==> src/sv/rpr_pkg.sv <==
// Shared types and constants for the relay/PID regulator.
// No dependencies; relay_pid_regulator_unit uses it by scoped names.
package rpr_pkg;

  localparam int DEF_SAMPLE_BITS    = 16;
  localparam int DEF_GAIN_FRAC_BITS = 8;

  localparam int GAIN_BITS     = 16;
  localparam int GATE_BITS     = 16;
  localparam int INTEG_BITS    = 32;
  localparam int ACTION_BITS   = 7;
  localparam int CFG_DATA_BITS = 32;
  localparam int CFG_IDX_BITS  = 3;

  localparam logic [ACTION_BITS-1:0] ACTION_MAX = 7'd100;

  localparam logic signed [INTEG_BITS-1:0] INTEG_MIN_RESET = -32'sd10000;
  localparam logic signed [INTEG_BITS-1:0] INTEG_MAX_RESET = 32'sd10000;

  typedef enum logic [1:0] {
    MODE_MANUAL = 2'd0,
    MODE_RELAY  = 2'd1,
    MODE_PID    = 2'd2,
    MODE_OFF    = 2'd3
  } mode_e;

  typedef enum logic [CFG_IDX_BITS-1:0] {
    CFG_MODE       = 3'd0,
    CFG_TARGET     = 3'd1,
    CFG_RELAY_GATE = 3'd2,
    CFG_GAIN_P     = 3'd3,
    CFG_GAIN_I     = 3'd4,
    CFG_GAIN_D     = 3'd5,
    CFG_INTEG_MIN  = 3'd6,
    CFG_INTEG_MAX  = 3'd7
  } cfg_idx_e;

endpackage

==> src/sv/relay_pid_regulator_unit.sv <==
// Relay / PID regulator: four-stage pipeline from input word to result word.
// A word accepted into stage 0 moves through stages 1, 2 and 3 before it shows on out_valid_o.
// Throughput: one word per cycle while the output is not stalled; the error, integral and
// previous-error update is a single add and clamp in stage one, so it keeps up with back-to-back words.
// Stages hold words while the output is stalled, so input is taken until all fill.
// Reset (rst_ni low, asynchronous) restores register defaults and clears the regulator state and valids.
module relay_pid_regulator_unit #(
  parameter int SAMPLE_BITS    = rpr_pkg::DEF_SAMPLE_BITS,
  parameter int GAIN_FRAC_BITS = rpr_pkg::DEF_GAIN_FRAC_BITS
) (
  input  logic                                 clk_i,
  input  logic                                 rst_ni,
  // Configuration write channel.
  input  logic                                 cfg_valid_i,
  output logic                                 cfg_ready_o,
  input  logic [rpr_pkg::CFG_IDX_BITS-1:0]     cfg_index_i,
  input  logic [rpr_pkg::CFG_DATA_BITS-1:0]    cfg_data_i,
  // Input channel.
  input  logic                                 in_valid_i,
  output logic                                 in_stall_o,
  input  logic                                 kind_i,
  input  logic signed [SAMPLE_BITS-1:0]        sample_i,
  input  logic [rpr_pkg::ACTION_BITS-1:0]      new_action_i,
  // Result channel.
  output logic                                 out_valid_o,
  input  logic                                 out_stall_i,
  output logic [rpr_pkg::ACTION_BITS-1:0]      action_o,
  output logic signed [SAMPLE_BITS:0]          error_o
);

  localparam int EW   = SAMPLE_BITS + 1;
  localparam int GW   = rpr_pkg::GAIN_BITS;
  localparam int IW   = rpr_pkg::INTEG_BITS;
  localparam int AW   = rpr_pkg::ACTION_BITS;
  localparam int CW   = ((EW > rpr_pkg::GATE_BITS) ? EW : rpr_pkg::GATE_BITS) + 2;
  localparam int PEW  = EW + GW;
  localparam int PIW  = IW + GW;
  localparam int PDW  = EW + 1 + GW;
  localparam int SUMW = ((PIW > PDW) ? PIW : PDW) + 2;

  // Configuration registers.
  rpr_pkg::mode_e                   mode_q;
  logic signed [SAMPLE_BITS-1:0]    target_q;
  logic [rpr_pkg::GATE_BITS-1:0]    gate_q;
  logic signed [GW-1:0]             gain_p_q, gain_i_q, gain_d_q;
  logic signed [IW-1:0]             integ_min_q, integ_max_q;

  // Regulator state.
  logic [AW-1:0]                    held_q;
  logic signed [IW-1:0]             integ_q;
  logic signed [EW-1:0]             prev_err_q;
  logic signed [EW-1:0]             last_err_q;

  // Pipeline valids and loads.
  logic v0_q, v1_q, v2_q, v3_q;
  logic ld0, ld1, ld2, ld3;

  // Stage 0: input register.
  logic                             r0_kind_q;
  logic signed [SAMPLE_BITS-1:0]    r0_sample_q;
  logic [AW-1:0]                    r0_action_q;

  // Stage 1: error, integral, derivative difference and relay flags.
  logic                             r1_kind_q;
  logic [AW-1:0]                    r1_action_q;
  logic signed [EW-1:0]             r1_err_q;
  logic signed [IW-1:0]             r1_integ_q;
  logic signed [EW:0]               r1_diff_q;
  logic signed [EW-1:0]             r1_out_err_q;
  logic                             r1_lo_q, r1_hi_q;

  // Stage 2: products.
  logic                             r2_kind_q;
  logic [AW-1:0]                    r2_action_q;
  logic signed [PEW-1:0]            r2_pe_q;
  logic signed [PIW-1:0]            r2_pi_q;
  logic signed [PDW-1:0]            r2_pd_q;
  logic signed [EW-1:0]             r2_out_err_q;
  logic                             r2_lo_q, r2_hi_q;

  // Stage 3: result register.
  logic [AW-1:0]                    r3_action_q;
  logic signed [EW-1:0]             r3_err_q;

  // Combinational values.
  logic signed [EW-1:0]             err_d;
  logic signed [IW+1:0]             integ_sum;
  logic signed [IW-1:0]             integ_d;
  logic signed [CW-1:0]             err_x, gate_x;
  logic                             upd_err, upd_pid;
  logic signed [SUMW-1:0]           pid_sum, pid_shift;
  logic [AW-1:0]                    pid_action, held_d;

  assign cfg_ready_o = 1'b1;

  always_ff @(posedge clk_i or negedge rst_ni) begin
    if (!rst_ni) begin
      mode_q      <= rpr_pkg::MODE_OFF;
      target_q    <= '0;
      gate_q      <= '0;
      gain_p_q    <= '0;
      gain_i_q    <= '0;
      gain_d_q    <= '0;
      integ_min_q <= rpr_pkg::INTEG_MIN_RESET;
      integ_max_q <= rpr_pkg::INTEG_MAX_RESET;
    end else if (cfg_valid_i) begin
      unique case (rpr_pkg::cfg_idx_e'(cfg_index_i))
        rpr_pkg::CFG_MODE:       mode_q      <= rpr_pkg::mode_e'(cfg_data_i[1:0]);
        rpr_pkg::CFG_TARGET:     target_q    <= cfg_data_i[SAMPLE_BITS-1:0];
        rpr_pkg::CFG_RELAY_GATE: gate_q      <= cfg_data_i[rpr_pkg::GATE_BITS-1:0];
        rpr_pkg::CFG_GAIN_P:     gain_p_q    <= cfg_data_i[GW-1:0];
        rpr_pkg::CFG_GAIN_I:     gain_i_q    <= cfg_data_i[GW-1:0];
        rpr_pkg::CFG_GAIN_D:     gain_d_q    <= cfg_data_i[GW-1:0];
        rpr_pkg::CFG_INTEG_MIN:  integ_min_q <= cfg_data_i[IW-1:0];
        rpr_pkg::CFG_INTEG_MAX:  integ_max_q <= cfg_data_i[IW-1:0];
      endcase
    end
  end

  // A stage loads when it is empty or its word moves on in the same cycle.
  assign ld3 = !v3_q || !out_stall_i;
  assign ld2 = !v2_q || ld3;
  assign ld1 = !v1_q || ld2;
  assign ld0 = !v0_q || ld1;
  assign in_stall_o = !ld0;

  always_ff @(posedge clk_i or negedge rst_ni) begin
    if (!rst_ni) begin
      v0_q <= 1'b0;
      v1_q <= 1'b0;
      v2_q <= 1'b0;
      v3_q <= 1'b0;
    end else begin
      if (ld0) v0_q <= in_valid_i;
      if (ld1) v1_q <= v0_q;
      if (ld2) v2_q <= v1_q;
      if (ld3) v3_q <= v2_q;
    end
  end

  // Stage 1 logic.
  always_comb begin
    err_d     = EW'(target_q) - EW'(r0_sample_q);
    integ_sum = (IW+2)'(integ_q) + (IW+2)'(err_d);
    if (integ_sum > (IW+2)'(integ_max_q)) begin
      integ_d = integ_max_q;
    end else if (integ_sum < (IW+2)'(integ_min_q)) begin
      integ_d = integ_min_q;
    end else begin
      integ_d = integ_sum[IW-1:0];
    end
    err_x   = CW'(err_d);
    gate_x  = CW'(signed'({1'b0, gate_q}));
    upd_err = v0_q && ld1 && !r0_kind_q
              && (mode_q == rpr_pkg::MODE_RELAY || mode_q == rpr_pkg::MODE_PID);
    upd_pid = upd_err && (mode_q == rpr_pkg::MODE_PID);
  end

  always_ff @(posedge clk_i or negedge rst_ni) begin
    if (!rst_ni) begin
      integ_q    <= '0;
      prev_err_q <= '0;
      last_err_q <= '0;
    end else begin
      if (upd_err) last_err_q <= err_d;
      if (upd_pid) begin
        integ_q    <= integ_d;
        prev_err_q <= err_d;
      end
    end
  end

  // Stage 3 logic: truncation toward zero and flooring agree once negatives clamp to 0.
  always_comb begin
    pid_sum   = SUMW'(r2_pe_q) + SUMW'(r2_pi_q) + SUMW'(r2_pd_q);
    pid_shift = pid_sum >>> GAIN_FRAC_BITS;
    if (pid_shift[SUMW-1]) begin
      pid_action = '0;
    end else if (pid_shift > signed'(SUMW'(rpr_pkg::ACTION_MAX))) begin
      pid_action = rpr_pkg::ACTION_MAX;
    end else begin
      pid_action = pid_shift[AW-1:0];
    end

    held_d = held_q;
    if (r2_kind_q) begin
      held_d = r2_action_q;
    end else if (mode_q == rpr_pkg::MODE_RELAY) begin
      if (r2_lo_q) begin
        held_d = '0;
      end else if (r2_hi_q) begin
        held_d = rpr_pkg::ACTION_MAX;
      end
    end else if (mode_q == rpr_pkg::MODE_PID) begin
      held_d = pid_action;
    end
  end

  always_ff @(posedge clk_i or negedge rst_ni) begin
    if (!rst_ni) begin
      held_q <= '0;
    end else if (v2_q && ld3) begin
      held_q <= held_d;
    end
  end

  // Payload registers.
  always_ff @(posedge clk_i) begin
    if (ld0) begin
      r0_kind_q   <= kind_i;
      r0_sample_q <= sample_i;
      r0_action_q <= new_action_i;
    end
    if (ld1) begin
      r1_kind_q    <= r0_kind_q;
      r1_action_q  <= (r0_action_q > rpr_pkg::ACTION_MAX) ? rpr_pkg::ACTION_MAX
                                                          : r0_action_q;
      r1_err_q     <= err_d;
      r1_integ_q   <= integ_d;
      r1_diff_q    <= (EW+1)'(err_d) - (EW+1)'(prev_err_q);
      r1_out_err_q <= upd_err ? err_d : last_err_q;
      r1_lo_q      <= (err_x + gate_x) < CW'(0);
      r1_hi_q      <= err_x > gate_x;
    end
    if (ld2) begin
      r2_kind_q    <= r1_kind_q;
      r2_action_q  <= r1_action_q;
      r2_pe_q      <= PEW'(r1_err_q) * PEW'(gain_p_q);
      r2_pi_q      <= PIW'(r1_integ_q) * PIW'(gain_i_q);
      r2_pd_q      <= PDW'(r1_diff_q) * PDW'(gain_d_q);
      r2_out_err_q <= r1_out_err_q;
      r2_lo_q      <= r1_lo_q;
      r2_hi_q      <= r1_hi_q;
    end
    if (ld3) begin
      r3_action_q <= (mode_q == rpr_pkg::MODE_OFF) ? '0 : held_d;
      r3_err_q    <= r2_out_err_q;
    end
  end

  assign out_valid_o = v3_q;
  assign action_o    = r3_action_q;
  assign error_o     = r3_err_q;

  // The input side stalls only when every stage holds a word.
  a_stall_full: assert property (@(posedge clk_i) disable iff (!rst_ni)
    in_stall_o |-> (v0_q && v1_q && v2_q && v3_q))
    else $error("input stalled while the pipeline has a bubble");

  a_action_range: assert property (@(posedge clk_i) disable iff (!rst_ni)
    out_valid_o |-> (action_o <= rpr_pkg::ACTION_MAX))
    else $error("action above full scale");

  a_off_zero: assert property (@(posedge clk_i) disable iff (!rst_ni)
    (ld3 && v2_q && mode_q == rpr_pkg::MODE_OFF) |=> (action_o == '0))
    else $error("nonzero action in off mode");

  // With crossed bounds the integral can settle on a lower bound above the upper one.
  a_integ_max: assert property (@(posedge clk_i) disable iff (!rst_ni)
    upd_pid |=> (integ_q <= $past(integ_max_q) || integ_q == $past(integ_min_q)))
    else $error("integral above its upper bound");

endmodule

==> config.mk <==
export PLATFORM = sky130hd
export DESIGN_NAME = relay_pid_regulator_unit
export DESIGN_NICKNAME = d
export VERILOG_FILES = /design/src/sv/rpr_pkg.sv /design/src/sv/relay_pid_regulator_unit.sv
export SDC_FILE = /design/constraint.sdc
export NUM_CORES = 2
export LEC_CHECK = 0
export BUFFER_PORTS_ARGS = -buffer_cell sky130_fd_sc_hd__clkbuf_2
export CAP_MARGIN = 20
export CORE_MARGIN = 2
export CORE_UTILIZATION = 60
export CTS_CLUSTER_SIZE = 20
export DETAILED_ROUTE_END_ITERATION = 8
export PLACE_DENSITY_LB_ADDON = 0.2
export SYNTH_ARGS = -nofsm -noshare
export SYNTH_HDL_FRONTEND = slang
export SYNTH_SLANG_ARGS = --single-unit
export TNS_END_PERCENT = 50
==> constraint.sdc <==
create_clock -name clk_i -period 9.6 [get_ports clk_i]
set_input_delay 0.96 -clock clk_i [delete_from_list [all_inputs] [get_ports clk_i]]
set_output_delay 0.96 -clock clk_i [all_outputs]
set_load 0.1 [all_outputs]
# Word-level counts from Yosys, hierarchy flattened
# Index checks and enable logic that the tools add are counted.
[totals]
inputBits = 64
wordCells = 98
ff_bits = 507
output_inout_bits = 27
[classes]
add_sub_neg = 6
magnitude_cmp = 6
mul = 3
mux = 10
n_eq_ne = 10
n_reduce_logical = 26
[op_table]
columns = ["cell", "count"]
rows = [
  ["2-to-1 mux 32 bit", 2],
  ["adder 49 x 34 -> 50 bit", 1],
  ["adder 33 x 48 -> 49 bit", 1],
  ["2-to-1 mux 7 bit", 7],
  ["multiplier 32 x 16 -> 48 bit", 1],
  ["> comparator 42 x 8 -> 1 bit, second input constant", 1],
  ["multiplier 18 x 16 -> 34 bit", 1],
  ["adder 32 x 17 -> 33 bit", 1],
  ["> comparator 33 x 32 -> 1 bit", 1],
  ["less-than comparator 33 x 32 -> 1 bit", 1],
  ["multiplier 17 x 16 -> 33 bit", 1],
  ["adder 17 x 17 -> 18 bit", 1],
  ["less-than comparator 18 x 1 -> 1 bit, second input constant", 1],
  ["subtractor 17 x 17 -> 18 bit", 1],
  ["> comparator 17 bit", 1],
  ["2-to-1 mux 17 bit", 1],
  ["subtractor 16 x 16 -> 17 bit", 1],
  ["AND reduction 2 bit", 8],
  ["equality test 3 bit, second input constant", 4],
  ["> comparator 7 bit, second input constant", 1],
  ["zero test 1 bit", 7],
  ["equality test 3 x 2 -> 1 bit, second input constant", 2],
  ["logical AND 1 bit", 5],
  ["logical OR 1 bit", 5],
  ["other kinds (4)", 5],
]

# Logic depth before layout (Yosys ltp)
[depth]
word_depth = 8
depth_mapped = 39
depth_no_buf = 37

# Least setup slack after synthesis
# Ideal clock, no wire load.
[synth_path]
path_kind = "register to register"
start = "reg target_q[0]"
end = "reg integ_q[24]"
path_stages_with_launch = 37
required_ns = 9.475
t_arrival_ns = 7.772
period_less_slack_ns = 7.897
path_slack_ns = 1.703
setup_time_ns = 0.125
path_cell_list = "dfrtp_1 inv_1 ha_1 inv_1 fa_1 a21o_1 a21oi_1 o21ai_0 a21oi_1 o21bai_1 a21oi_1 nor2b_1 o21a_1 o21ai_0 o221ai_1 o22ai_1 ha_1 a21o_1 a21o_1 a221oi_2 o21bai_1 a21oi_1 xor2_1 inv_1 ha_1 a21o_1 a21o_1 a21oi_1 o21ai_0 a2111oi_0 nand2_1 a21oi_1 o22a_1 clkbuf_1 clkbuf_1 a31oi_1 mux2_2"
[synth_between]
elab_chain_len = 5
[synth_lines]
columns = ["item", "line", "source"]
rows = [
  ["from (decl)", "relay_pid_regulator_unit.sv:43", "logic signed [SAMPLE_BITS-1:0] target_q;"],
  ["from (signal assigned)", "relay_pid_regulator_unit.sv:109", "rpr_pkg::CFG_TARGET: target_q <= cfg_data_i[SAMPLE_BITS-1:0];"],
  ["subtractor 16 x 16 -> 17 bit (*)", "relay_pid_regulator_unit.sv:143", "err_d = EW'(target_q) - EW'(r0_sample_q);"],
  ["via err_d[16]", "relay_pid_regulator_unit.sv:86", "logic signed [EW-1:0] err_d;"],
  ["adder 32 x 17 -> 33 bit (*)", "relay_pid_regulator_unit.sv:144", "integ_sum = (IW+2)'(integ_q) + (IW+2)'(err_d);"],
  ["less-than comparator 33 x 32 -> 1 bit", "relay_pid_regulator_unit.sv:147", "end else if (integ_sum < (IW+2)'(integ_min_q)) begin"],
  ["2-to-1 mux 32 bit", "relay_pid_regulator_unit.sv:147", ""],
  ["2-to-1 mux 32 bit (*)", "relay_pid_regulator_unit.sv:145", "if (integ_sum > (IW+2)'(integ_max_q)) begin"],
  ["via integ_d[24]", "relay_pid_regulator_unit.sv:88", "logic signed [IW-1:0] integ_d;"],
  ["to (signal assigned)", "relay_pid_regulator_unit.sv:167", "integ_q <= integ_d;"],
  ["to (decl)", "relay_pid_regulator_unit.sv:50", "logic signed [IW-1:0] integ_q;"],
]
# Mark *: on every way through the listed nets, which the timed path passes. The rest lies on a longest branch.
# A chain may end at the register's enable or synchronous reset.

# Worst setup path after layout
[layout_path]
start = "reg target_q[0]"
end = "reg integ_q[4]"
# Same word-level chain as after synthesis.

==> results.toml <==
[cells_and_area]
fin_nets = 8205
final_cell_mix = "inv_1, fa_1, nand2_1"
fillCellCount = 8824
area_growth_pct = 5.66
drive_gt1_share_pct = 7.71
final_common_cell = "inv_1"

[timing]
min_period_ns = 8.56
rsz0062_at_grt = "false"
max_freq_ghz = 0.117
setup_viol_count_final = 0
maxSlewHeadroom_pct = 28.2
fin_crit_sh_pct = 89.1
tightest_slew_ns = 1.08
hold_viol = 0
tns_ns = 0
clock_skew_ns = 0.0692
drv_slew = 0

[clock_network]
htreeDepth = 2
post_cts_buffers = 0
clk_pin_slew_ns = 0.06
numCtsBuffers = 57
cts_resized = 0
cts_tree = "yes"
holdBufCountCts = 0
cts.path.max_buffers = 3
cts.sinks = 507
cts_root_buf = "clkbuf_16"
clk_latency_ns = 0.68

[setup_path]
worst_path_largest_cell_delay_ns = 0.47
worstSetupStartpoint = "target_q[0]$_DFFE_PN0P_"
r2r_start = "target_q[0]$_DFFE_PN0P_"
cpMaxStageDelayCell = "nand2_2"
cp-end-kind = "register"
critPathRequiredTime_ns = 10.17
start_kind = "register"
critPathKind = "reg2reg"
critPathMaxFanout = 23
crit_arrival_ns = 9.12
cpMostUsedCell = "a21oi_1"

[global_route]
antenna_found_initial = 5
track_usage_pct = 31.0
use_met3_pct = 5.03
grt_pass1_wl_um = 269000
grt_busiest_layer = "met2"
grt_overflow = 0
grt_pass1_vias = 48400
grt_max_degree = 118
grt_use_met1_pct = 43.5
use_met2_pct = 49.7

[drt]
ant_nets = 0
vias_per_cell = 5.77
firstDrtPassIters = 6
drt-total-wl_um = 169000
post_drt_wl_per_cell_um = 21.1
drcViolationCount = 0
dr.first_iter.drc_count = 3509
vias = 46200

[place]
dpl.hpwl_um = 132000
portBuffers = 89
globalplace.congestion = 0.907

[hold_path]
hold_path.class = "in2async"

[synthesis]
syn_area_sq_mm = 0.0657
ys_warn_count = 0
synthFlopType = "edfxtp_1"
ys_ff_latch = 507
synth_seq_area_share_pct = 21.5
synthArstFlopShare_pct = 44.0
syn_nets = 8230
synth_cell_type_count = 102
synthCells = 6566
synth_area_per_cell_sq_um = 10.0
synth_edf_count = 284

[die]
core_sq_mm = 0.109
dieArea_sq_mm = 0.112
core.rowCount = 121
io_pins = 91
start_util_pct = 60.4
die_w_um = 335
die-height_um = 335

[run_status]
status = "completed"

[job]
drv_cap = 0
==> cell type report <==
class / count / area, sq um / share of cell area, %
clock buffer: 72 / 1570 / 2.26
multi-input combinational: 4504 / 45700 / 65.8
sequential: 507 / 14100 / 20.4
inverter: 1320 / 4950 / 7.14
antenna: 3 / 7.51 / 0.0108
timing repair buffer: 151 / 928 / 1.34
clock inverter: 33 / 363 / 0.523
tap: 1414 / 1770 / 2.55
==> cells in the mapped netlist (44+ instances only) <==
| library cell | count | area share, % |
|---|---|---|
| a21o_1 | 84 | 0.96 |
| a21oi_1 | 221 | 1.7 |
| and2_1 | 399 | 3.8 |
| clkbuf_1 | 208 | 1.2 |
| dfrtp_1 | 192 | 7.3 |
| edfxtp_1 | 284 | 13 |
| fa_1 | 1102 | 34 |
| ha_1 | 498 | 9.5 |
| inv_1 | 1320 | 7.5 |
| mux2_2 | 184 | 3.2 |
| nand2_1 | 778 | 4.4 |
| nand2b_1 | 73 | 0.70 |
| nand3_1 | 60 | 0.46 |
| nor2_1 | 217 | 1.2 |
| nor3_1 | 48 | 0.37 |
| o21ai_0 | 160 | 1.2 |
| xnor2_1 | 140 | 1.9 |
| xor2_1 | 44 | 0.59 |
==> registers in the layout, summed over array words and instances (netlist names), 18 cells and up <==
register     cells
r1_integ_q      32
r1_diff_q       18
integ_min_q     32
r2_pi_q         48
integ_max_q     32
r2_pd_q         34
integ_q         32
r2_pe_q         33
==> worst max-delay path, delay by kind of cell (launching register included) <==
kind / cells / cell delay, ns
AOI/OAI and AO/OA: 19 / 3.82
xor gates and xnor gates: 2 / 0.58
adders and majority gates: 4 / 1.28
buffers and inverters: 4 / 0.63
DFF: 1 / 0.37
muxes: 2 / 0.48
and+or+nand+nor: 5 / 1.28
==> cells by family (layout without fill, tap and decap cells) <==
| logic type | Yosys count | in the layout | share of synthesized area [%] |
|---|---|---|---|
| simple gates | 1748 | 1748 | 12.8 |
| other cells | 1 | 4 | 0.00571 |
| xor+xnor | 184 | 184 | 2.45 |
| mux | 221 | 221 | 3.72 |
| compound gates | 750 | 750 | 7.39 |
| flops | 507 | 507 | 21.5 |
| buf+inv | 1555 | 1576 | 8.99 |
| fa+ha+maj | 1600 | 1600 | 43.1 |
==> per-stage QoR <==
stage | cell area, sq um | setup WS (ns) | std cells | util, % | hold slack, ns
final | 69400 | 1.04 | 8004 | 63.8 | 0.343
after global routing | 69400 | 0.315 | 8001 | 63.8 | 0.420
after CTS | 69400 | 1.12 | 7999 | 63.8 | 0.388
after detailed placement | 67400 | 1.15 | 7894 | 62.0 | 0.405
after global placement | 67400 | 1.34 | 7894 | 62.0 | 0.404
after floorplan | 65700 | 1.70 | 6566 | - | 0.400
==> routing by layer <==
| layer | wire [um] | up-vias | part of all wire (%) |
|---|---|---|---|
| met5 | 0 | - | 0 |
| met4 | 5770 | 0 | 3.4 |
| met3 | 13500 | 292 | 8.0 |
| met2 | 79000 | 1778 | 47 |
| met1 | 70400 | 23500 | 42 |
| li1 | - | 20600 | - |
==> worst paths after layout <==
path,endpoint,slack [ns],cells past startpoint
min in group clk_i,error_o[8]$_DFFE_PN_,0.42,0
hold reg to reg,error_o[8]$_DFFE_PN_,0.42,0
setup reg to reg,integ_q[4]$_DFFE_PN0P_,1.04,36
max in group asynchronous,gain_d_q[2]$_DFFE_PN0P_,7.69,2
hold / removal,integ_max_q[17]$_DFFE_PN0P_,0.34,1
setup / recovery,integ_q[4]$_DFFE_PN0P_,1.04,36
Power is not shown: default switching activity piles up to over one toggle a cycle in this logic, so the estimate is an artifact.
